### src/hdl/pli_pkg.sv
// Shared types and codes for the packed list block.
`timescale 1ns / 1ps
package pli_pkg;

  typedef enum logic [4:0] {
    OP_INS_AT      = 5'd0,
    OP_INS_START   = 5'd1,
    OP_INS_END     = 5'd2,
    OP_INS_BEFORE  = 5'd3,
    OP_INS_AFTER   = 5'd4,
    OP_DEL_AT      = 5'd5,
    OP_DEL_START   = 5'd6,
    OP_DEL_END     = 5'd7,
    OP_DEL_VALUE   = 5'd8,
    OP_DEL_BEFORE  = 5'd9,
    OP_DEL_AFTER   = 5'd10,
    OP_DEL_ALL     = 5'd11,
    OP_UPD_AT      = 5'd12,
    OP_UPD_START   = 5'd13,
    OP_UPD_END     = 5'd14,
    OP_UPD_BEFORE  = 5'd15,
    OP_UPD_AFTER   = 5'd16,
    OP_UPD_ALL     = 5'd17,
    OP_FIND        = 5'd18,
    OP_READ_AT     = 5'd19,
    OP_FIND_BEFORE = 5'd20,
    OP_FIND_AFTER  = 5'd21,
    OP_CLEAR       = 5'd22
  } op_e;

  typedef enum logic [2:0] {
    ST_OK       = 3'd0,
    ST_EMPTY    = 3'd1,
    ST_FULL     = 3'd2,
    ST_BADIDX   = 3'd3,
    ST_NOTFOUND = 3'd4,
    ST_NONEIGH  = 3'd5
  } status_e;

  // Per-cycle command broadcast to every cell.
  typedef enum logic [2:0] {
    CC_HOLD    = 3'd0,
    CC_INSERT  = 3'd1,
    CC_DELETE  = 3'd2,
    CC_WRITE   = 3'd3,
    CC_UPD_ALL = 3'd4,
    CC_COMPACT = 3'd5
  } cell_cmd_e;

endpackage

### src/hdl/pli_cell.sv
// One list cell: holds a word, shifts with neighbors, compares against the key.
`timescale 1ns / 1ps
module pli_cell #(
  parameter int WW = 32,
  parameter int IW = 7
) (
  input  logic                clk_i,
  input  pli_pkg::cell_cmd_e  cmd_i,
  input  logic [IW-1:0]       idx_i,
  input  logic [IW-1:0]       tgt_i,
  input  logic [WW-1:0]       key_i,
  input  logic [WW-1:0]       wdata_i,
  input  logic [WW-1:0]       left_i,
  input  logic [WW-1:0]       right_i,
  input  logic                comp_sel_i,
  output logic [WW-1:0]       word_o,
  output logic                match_o
);
  logic [WW-1:0] word_q, word_d;

  assign word_o  = word_q;
  assign match_o = (word_q == key_i);

  always_comb begin
    word_d = word_q;
    case (cmd_i)
      pli_pkg::CC_INSERT: begin
        if (idx_i == tgt_i) word_d = wdata_i;
        else if (idx_i > tgt_i) word_d = left_i;
      end
      pli_pkg::CC_DELETE: begin
        if (idx_i >= tgt_i) word_d = right_i;
      end
      pli_pkg::CC_WRITE: begin
        if (idx_i == tgt_i) word_d = wdata_i;
      end
      pli_pkg::CC_UPD_ALL: begin
        if (match_o) word_d = wdata_i;
      end
      pli_pkg::CC_COMPACT: begin
        if (comp_sel_i) word_d = right_i;
      end
      default: word_d = word_q;
    endcase
  end

  always_ff @(posedge clk_i) begin
    word_q <= word_d;
  end
endmodule

### config.mk
export PLATFORM = sky130hd
export DESIGN_NAME = pli_cell
export DESIGN_NICKNAME = d
export VERILOG_FILES = /design/src/hdl/pli_pkg.sv /design/src/hdl/pli_cell.sv
export SDC_FILE = /design/constraint.sdc
export NUM_CORES = 1
export LEC_CHECK = 0
export BUFFER_PORTS_ARGS = -buffer_cell sky130_fd_sc_hd__buf_2
export CAP_MARGIN = 0
export CORE_MARGIN = 2
export CORE_UTILIZATION = 43
export DETAILED_ROUTE_END_ITERATION = 6
export GPL_ROUTABILITY_DRIVEN = 0
export PLACE_DENSITY = 0.93
export SLEW_MARGIN = 20
export SYNTH_ARGS = -nofsm -noshare
export SYNTH_HDL_FRONTEND = slang
export SYNTH_SLANG_ARGS = --single-unit
### constraint.sdc
create_clock -name clk_i -period 11.4 [get_ports clk_i]
set_clock_uncertainty 0.2 [all_clocks]
set_input_delay 2.28 -clock clk_i [delete_from_list [all_inputs] [get_ports clk_i]]
set_output_delay 2.28 -clock clk_i [all_outputs]
set_load 0.05 [all_outputs]
After elaboration in Yosys (flattened, before gate mapping)
Cells that the tools add are included.
Widths: inputs -> output; s select.

storage, ports and cells
  register bits = 32
  input bits = 147
  output and inout port bits = 33
  word-level logic and storage cells = 24

cells by class
  order comparisons = 2
  eq/ne operators = 12
  mux-type cells = 7
  reduce and logical (&&, ||, !) cells = 2

operators with widths
  cell                number
  $mux 32             6
  $pmux 32 s5         1
  $eq 32x32->1        1
  $ne 2x2->1 const B  4
  $eq 7x7->1          1
  $ge 7x7->1          1
  $gt 7x7->1          1
  $eq 3x2->1 const B  2
  $eq 3x3->1 const B  2
  $reduce_and 6->1    1
  $reduce_bool 5->1   1
  $eq 3x1->1 const B  1
  $ne 3x3->1 const B  1

Longest topological paths before layout
Gate-level depths: netlist (run 1).

  depth after elaboration = 4
  mapped depth = 8
  depth with buffers taken out = 7

Least setup slack after synthesis (run 1)
Ideal clock, no wire load.

  path kind = input to register
  start = input port tgt_i[6]
  end = register word_q[0], in the netlist word_o[0], enable pin
  library setup time = 0.461 ns
  arrival time = 5.370 ns
  required time = 10.739 ns
  setup slack = 5.369 ns
  stages = 6
  buffers on the path = 0
  path through = inv_1 ha_1 and4_1 and4_4 o211ai_1 nor3_1

on the way
  word-level cells in the longest chain between the ends = 3
  elaborated cells between the ends (all ways) = 7
  those cells by class = 2 x order compare; 4 x eq/ne; 1 x reduce/logical

RTL lines
  what                                                RTL line        source
  start, declared                                     pli_cell.sv:10  input logic [IW-1:0] tgt_i,
  $gt 7x7->1 (tied with other cells)                  pli_cell.sv:29  else if (idx_i > tgt_i) word_d = left_i;
  $ne 3x3->1 (no line) or $ne 2x2->1 (tied branches)  -
  $reduce_and 6->1 (no line) (*)                      -
  end signal, assigned                                pli_cell.sv:48  word_q <= word_d;
  end, declared                                       pli_cell.sv:19  logic [WW-1:0] word_q, word_d;

Every way passes the cells marked *; elsewhere a longest branch is shown, timed or not.
A chain may end at the register's enable or synchronous reset.

Worst setup path after layout (run 1)
  start = input port key_i[6]
  end = output port match_o

on the way
  word-level cells in the longest chain between the ends = 1

RTL lines
  what             RTL line        source
  start, declared  pli_cell.sv:11  input logic [WW-1:0] key_i,
  $eq 32x32->1     pli_cell.sv:22  assign match_o = (word_q == key_i);
  end, declared    pli_cell.sv:17  output logic match_o

No other way between the ends.

==> summary.md, run 1 <==
| Metric | Value |
|---|---|
| Run status | `complete, no violations` |
| Hold path depth | `6` |
| Mapped Area | `around 2300 um2` |
| Top post-synthesis cells by area | `edfxtp_1, xnor2_1, a22oi_1, o21ai_2, inv_1` |
| Vias | `about 2400` |
| Final instance area | `3300 um2` |
| CTS Root Cell | `clkbuf_8` |
| Setup TNS | `0 ps` |
| Hold EP | `word_o[5]$_DFFE_PP_` |
| Syn_nets | `roughly 380` |
| Max reg flops | `32` |
| Final hold vios | `0` |
| Worst-path cell chain | `buf_2 > xnor2_1 > nand4_1 > nor4_1 > and3_1 > buf_2` |
| Sink Count | `32` |
| Area grow syn2layout | `45.3%` |
| R2R Setup Slk | `8860 ps` |
| Reg-to-Reg Start | `word_o[6]$_DFFE_PP_` |
| Post-Route WL | `between 6000 and 7000 um` |
| Util after Layout | `0.646` |
| Fin worst setup slack | `roughly 5300 ps` |
| P_leak | `between 1.5 and 2 nW` |
| Worst min path class | `reg -> reg` |
| TritonCTS buffer count | `5` |
| Predominant post-synthesis flop cell | `edfxtp_1` |
| EDFF count, synth | `32` |
| Gr usage total | `0.223` |
| CTS-repair resized insts | `0` |
| Combinational share of power | `0.406` |
| Worst path bufs/invs | `2` |
| Worst r2r dst | `word_o[28]$_DFFE_PP_` |
| CORE AREA | `~5100 um2` |
| R2R depth | `6` |
| Syn avg cell area | `approximately 10 um2` |
| Startpoint types | `input port` |
| Cells after Synth | `between 200 and 250` |
| Worst skew pair latency | `between 200 and 300 ps` |
| Die height | `approximately 77 um` |
| Grt ovf | `0` |
| Site Rows | `26` |
| Worst VDD drop | `about 0.086 mV` |
| Inserted Diodes | `0` |
| Top cell type's share of synthesized area | `0.423` |
| CP Max Fanout | `2` |
| Hold_sp | `word_o[31]$_DFFE_PP_` |
| Filler cell count | `approximately 440` |
| Pwr/cell area | `roughly 130 nW/um2` |
| Drt first pass iters | `4` |
| Max Cap Violations | `0` |
| Starting Density | `0.445` |
| Power, Total | `around 410 uW` |
| Yosys top cell by area | `edfxtp_1` |
| Largest net degree at the start of global routing | `33` |
| Vias in the first global route | `between 2000 and 2500` |
| Final setup fails | `0` |
| CP most frequent cell | `buf_2` |
| Slew Limit Headroom | `0.524` |
| Worst slew pin tran | `between 700 and 800 ps` |
| WP data required | `between 8000 and 9000 ps` |
| FMAX | `0.163 GHz` |
| Critical path arrival | `3640 ps` |
| Max clock buf depth | `2` |
| Post-CTS setup buffers | `0` |
| Synth cell types | `30` |
| Max Slew Vio Count | `0` |
| DP Worst Slack | `5260 ps` |
| Most common cell in the synthesized netlist | `inv_1` |
| Register share of total power | `0.398` |
| Crit Path Category | `in -> out` |
| Placed instance area | `between 3000 and 4000 um2` |
| First-pass GRT wire length | `roughly 10000 um` |
| ANT nets after route | `0` |
| Int Pwr | `~250 uW` |
| Post-DP HPWL | `approximately 5300 um` |
| Reg clk slew, reported paths | `60 ps` |
| Seq cells post-synth | `32` |
| Crit path time final | `6120 ps` |
| Switching Power | `approximately 160 uW` |
| Fin crit share | `0.537` |
| Initial drt markers | `67` |
| IO Pins | `180` |
| DR vias/cell | `4.96` |
| Chip Width | `76.7 um` |
| Layout cells sized above 1 | `0.532` |
| Initial antenna violation count | `0` |
| Asr flop ratio synth | `0` |
| Seq/Total Area, Yosys | `0.423` |
| CTS tree | `built` |
| Placed cell count | `466` |
| Detailed-route wire length per cell | `approximately 14 um` |
| Yosys warning count | `0` |
| Nets | `roughly 560` |
| Htree depth | `2` |
| RSZ-0062 raised after global routing | `no` |
| Critical path's slowest cell | `nor4_1` |
| Final cell count without fillers | `~470` |
| Crit end category | `output port` |
| I/O Buffers | `about 180` |
| Hold-fix buffers, CTS | `0` |
| CP peak stage delay | `between 400 and 500 ps` |
| Crit path max-delay family | `simple AND/OR/NAND/NOR gates` |
| Most frequent cells after synthesis | `inv_1, a22oi_1, edfxtp_1, xnor2_1, o21ai_2` |
| Final hold slack | `1120 ps` |
| Clock power share | `0.195` |
| DIE AREA | `roughly 6000 um2` |
| Switching share of power | `0.385` |
| Residual DRC count | `0` |
-- logic make-up after synthesis --
kind of cell,share of synthesized area
multiplexers,0.0110
XOR/XNOR,0.123
adder cells (fa/ha/maj),0.0385
flip-flops,0.423
AND/OR/NAND/NOR,0.0699
AO/OA/AOI/OAI,0.239
buffers and inverters,0.0953
-- metal layers --
layer	wire (um)	up-vias	global-route usage
li1	-	1164	-
met1	2470	1069	0.233
met2	3550	109	0.429
met3	432	9	0.0553
met4	89	0	0.0727
met5	0	-	0
-- cells in the final DEF (no fill, tap or decap), types with 2 or more instances in the layout --
cell and n:
buf_2 179, inv_1 39, a22oi_1 32, xnor2_1 32
edfxtp_1 32, o21ai_2 21, o21ai_1 11, nand4_1 8
ha_1 7, nand2_1 5, clkbuf_8 5, nor2_1 3
o21ai_0 3, a21oi_1 3, buf_4 3, or2_2 2
nand2b_1 2, clkbuf_1 2
-- tightest hold or removal path, delay by kind of cell, from the launching register on --
kind,cells,cell delay [ps]
AND/OR/NAND/NOR,3,190
AO/OA/AOI/OAI,1,220
flip-flops,1,360
buffers and inverters,1,260
XOR/XNOR,1,70
-- area by class of cell --
type / instances / area, um2 / area share
Inverter: 39 / 146 / 0.0444
Clock buffer: 7 / 76.3 / 0.0231
Sequential cell: 32 / 961 / 0.291
Clock inverter: 1 / 3.75 / 0.00114
Timing Repair Buffer: 182 / 918 / 0.278
Multi-Input combinational cell: 143 / 1110 / 0.335
Tap cell: 70 / 87.6 / 0.0265
-- how the worst max path moves through the flow --
stage | cells past startpoint | startpoint | to
floorplan | 6 | tgt_i[6] | word_o[0]$_DFFE_PP_
global placement | 6 | key_i[22] | match_o
detailed placement | 6 | key_i[6] | match_o
CTS | 6 | key_i[6] | match_o
global route | 6 | key_i[23] | match_o
finish | 6 | key_i[6] | match_o
-- power groups by stage --
stage	clock, mW	combinational [mW]	sequential [mW]
2_1_floorplan	0	0.0568	0.225
3_3_place_gp	0	0.164	0.166
3_5_place_dp	0	0.169	0.167
4_1_cts	0.0835	0.169	0.165
5_1_grt	0.0887	0.180	0.167
6_report	0.0807	0.168	0.165
Power figures use the tool's default switching activity.
==> run 2, diff against run 1 <==
--- a/config.mk
+++ b/config.mk
@@ -8,10 +8,10 @@
 export BUFFER_PORTS_ARGS = -buffer_cell sky130_fd_sc_hd__buf_2
 export CAP_MARGIN = 0
 export CORE_MARGIN = 2
-export CORE_UTILIZATION = 43
+export CORE_UTILIZATION = 40
 export DETAILED_ROUTE_END_ITERATION = 6
 export GPL_ROUTABILITY_DRIVEN = 0
-export PLACE_DENSITY = 0.93
+export PLACE_DENSITY = 0.87
 export SLEW_MARGIN = 20
 export SYNTH_ARGS = -nofsm -noshare
 export SYNTH_HDL_FRONTEND = slang
==> constraint.sdc (replaced) <==
create_clock -name clk_i -period 5.89 [get_ports clk_i]
set_clock_uncertainty 0.2 [all_clocks]
set_input_delay 1.178 -clock clk_i [delete_from_list [all_inputs] [get_ports clk_i]]
set_output_delay 1.178 -clock clk_i [all_outputs]
set_load 0.05 [all_outputs]
==> summary.md, run 2 (same netlist as run 1, synthesis figures left out) <==
| Metric | Value |
|---|---|
| Run status | `complete, no violations` |
| Most common cell after layout, fill and taps aside | `buf_2` |
| Chip Width | `79.4 um (+3.5%)` |
| Register area | `961 um2 (unchanged)` |
| Hold-fix buffers, CTS | `0 (unchanged)` |
| Grt ovf | `0 (unchanged)` |
| Final hold vios | `0 (unchanged)` |
| Crit path max-delay family | `simple AND/OR/NAND/NOR gates` |
| Nets | `558 (+0.18%)` |
| Commonest non-fill, non-tap cells in the layout | `buf_2, inv_1, a22oi_1, xnor2_1, edfxtp_1` |
| CP most frequent cell | `buf_2` |
| Vias in the first global route | `2173 (-10%)` |
| Max Cap Violations | `0 (unchanged)` |
| Worst VDD drop | `0.131 mV (+52%)` |
| Reg-to-Reg Start | `word_o[25]$_DFFE_PP_` |
| Initial antenna violation count | `0 (unchanged)` |
| Worst skew pair latency | `280 ps (about the same)` |
| Worst r2r dst | `word_o[14]$_DFFE_PP_` |
| R2R depth | `6 (unchanged)` |
| Gr usage total | `0.197 (-0.0258)` |
| Vias | `2342 (-0.38%)` |
| Worst path bufs/invs | `2 (unchanged)` |
| Crit Path Category | `in -> out` |
| Hold path depth | `3 (-3)` |
| Hold_sp | `left_i[20]` |
| Starting Density | `0.413 (-0.0322)` |
| FMAX | `0.252 GHz` |
| Drt first pass iters | `4 (unchanged)` |
| Inserted Diodes | `0 (unchanged)` |
| Die height | `79.4 um (+3.5%)` |
| Worst-path cell chain | `buf_2 > xnor2_1 > nand4_1 > nor4_1 > and3_1 > buf_2` |
| Worst slew pin tran | `740 ps (+25.8 ps)` |
| CP peak stage delay | `480 ps (+30 ps)` |
| Pwr/cell area | `243 nW/um2 (+94%)` |
| Slew Limit Headroom | `0.507 (-0.0172)` |
| Detailed-route wire length per cell | `13.5 um (-2.3%)` |
| Critical path arrival | `2590 ps (-1050 ps)` |
| Crit end category | `output port` |
| Layout cells sized above 1 | `0.536 (+0.00362)` |
| Htree depth | `2 (unchanged)` |
| Max clock buf depth | `2 (unchanged)` |
| WP data required | `4510 ps (-4410 ps)` |
| Worst min path class | `in -> reg` |
| CTS-repair resized insts | `0 (unchanged)` |
| Post-CTS setup buffers | `0 (unchanged)` |
| Largest net degree at the start of global routing | `33 (unchanged)` |
| Setup TNS | `0 ps (unchanged)` |
| CP Max Fanout | `2 (unchanged)` |
| I/O Buffers | `179 (unchanged)` |
| R2R Setup Slk | `3470 ps (-5390 ps)` |
| Final setup fails | `0 (unchanged)` |
| Max Slew Vio Count | `0 (unchanged)` |
| DIE AREA | `6300 um2 (+7.1%)` |
| Site Rows | `27 (+3.8%)` |
| Critical path's slowest cell | `nor4_1` |
| RSZ-0062 raised after global routing | `no` |
| Final hold slack | `1000 ps (-119 ps)` |
| Fin crit share | `0.674` |
| CORE AREA | `5510 um2 (+7.8%)` |
| First-pass GRT wire length | `9450 um (-9.6%)` |
| Crit path time final | `approximately 4000 ps` |
| Area taken by multi-input logic gates | `1110 um2 (unchanged)` |
| Post-Route WL | `6440 um (-1.7%)` |
| Cell count along the critical path | `6 (unchanged)` |
| Hold EP | `word_o[20]$_DFFE_PP_` |
| CTS tree | `built` |
| Initial drt markers | `76 (+13%)` |
| Reg clk slew, reported paths | `70 ps (about the same)` |
| Startpoint types | `input port` |
| Sink Count | `32 (unchanged)` |
| CTS Root Cell | `clkbuf_8` |
| Post-DP HPWL | `5270 um (-0.80%)` |
| TritonCTS buffer count | `5 (unchanged)` |
| Filler cell count | `478 (+8.9%)` |
| IO Pins | `180 (unchanged)` |
| Residual DRC count | `0 (unchanged)` |
| P_leak | `1.61 nW (+0.25%)` |
| Max reg flops | `32 (unchanged)` |
| DR vias/cell | `4.91 (-1.0%)` |
| Area grow syn2layout | `45.9%` |
| ANT nets after route | `0 (unchanged)` |
run 2: changes by cell type in the layout (fill, tap and decap cells not counted), sizes merged:
| cell | before | now |
|---|---|---|
| clkbuf | 7 | 6 |
| buf | 182 | 183 |
| clkinvlp | 0 | 1 |
run 2: layout make-up:
class | instances | area share
repair buffers | 183 | 0.279
inverters | 39 | 0.0442
multi-input cells | 143 | 0.334
well taps | 72 | 0.0272
clock inverters | 2 | 0.00340
flip-flops and latches | 32 | 0.290
clock buffers | 6 | 0.0219
run 2: power by group:
part / leakage (nW) / internal [mW] / switching [mW]
combinational: 1.27 / 0.115 / 0.212
clock: 0.0388 / 0.0818 / 0.0771
sequential: 0.296 / 0.295 / 0.0243
total: 1.61 / 0.492 / 0.313
run 2: worst max path at each step:
stage	slack [ps]	to	start
after global placement	1830	match_o	key_i[25]
after CTS	1840	match_o	key_i[25]
after global routing	1730	match_o	key_i[25]
after floorplan	960	word_o[0]$_DFFE_PP_	tgt_i[6]
final	1920	match_o	key_i[25]
after detailed placement	1840	match_o	key_i[25]
run 2: metal layers:
| layer | up-vias | GRT usage | routed length (um) |
|---|---|---|---|
| met4 | 0 | 0.0621 | 81 |
| met1 | 1044 | 0.221 | 2550 |
| li1 | 1168 | - | - |
| met3 | 8 | 0.0475 | 497 |
| met2 | 122 | 0.364 | 3310 |
| met5 | - | 0 | 0 |
run 2: stage by stage:
step                      utilization  total power, mW  cells  area [um2]  worst slack (ps)
after floorplan                     -            0.545    225        2270               961
after global placement          0.587            0.645    469        3230              1830
after detailed placement        0.587            0.653    469        3230              1840
after CTS                       0.602            0.813    477        3310              1840
after global routing            0.602            0.847    477        3310              1730
final                           0.602            0.805    477        3310              1920
run 2: tightest hold or removal path, stage by stage:
cell and delay (ps):
buf_2 80, a22oi_1 60, o21ai_2 60
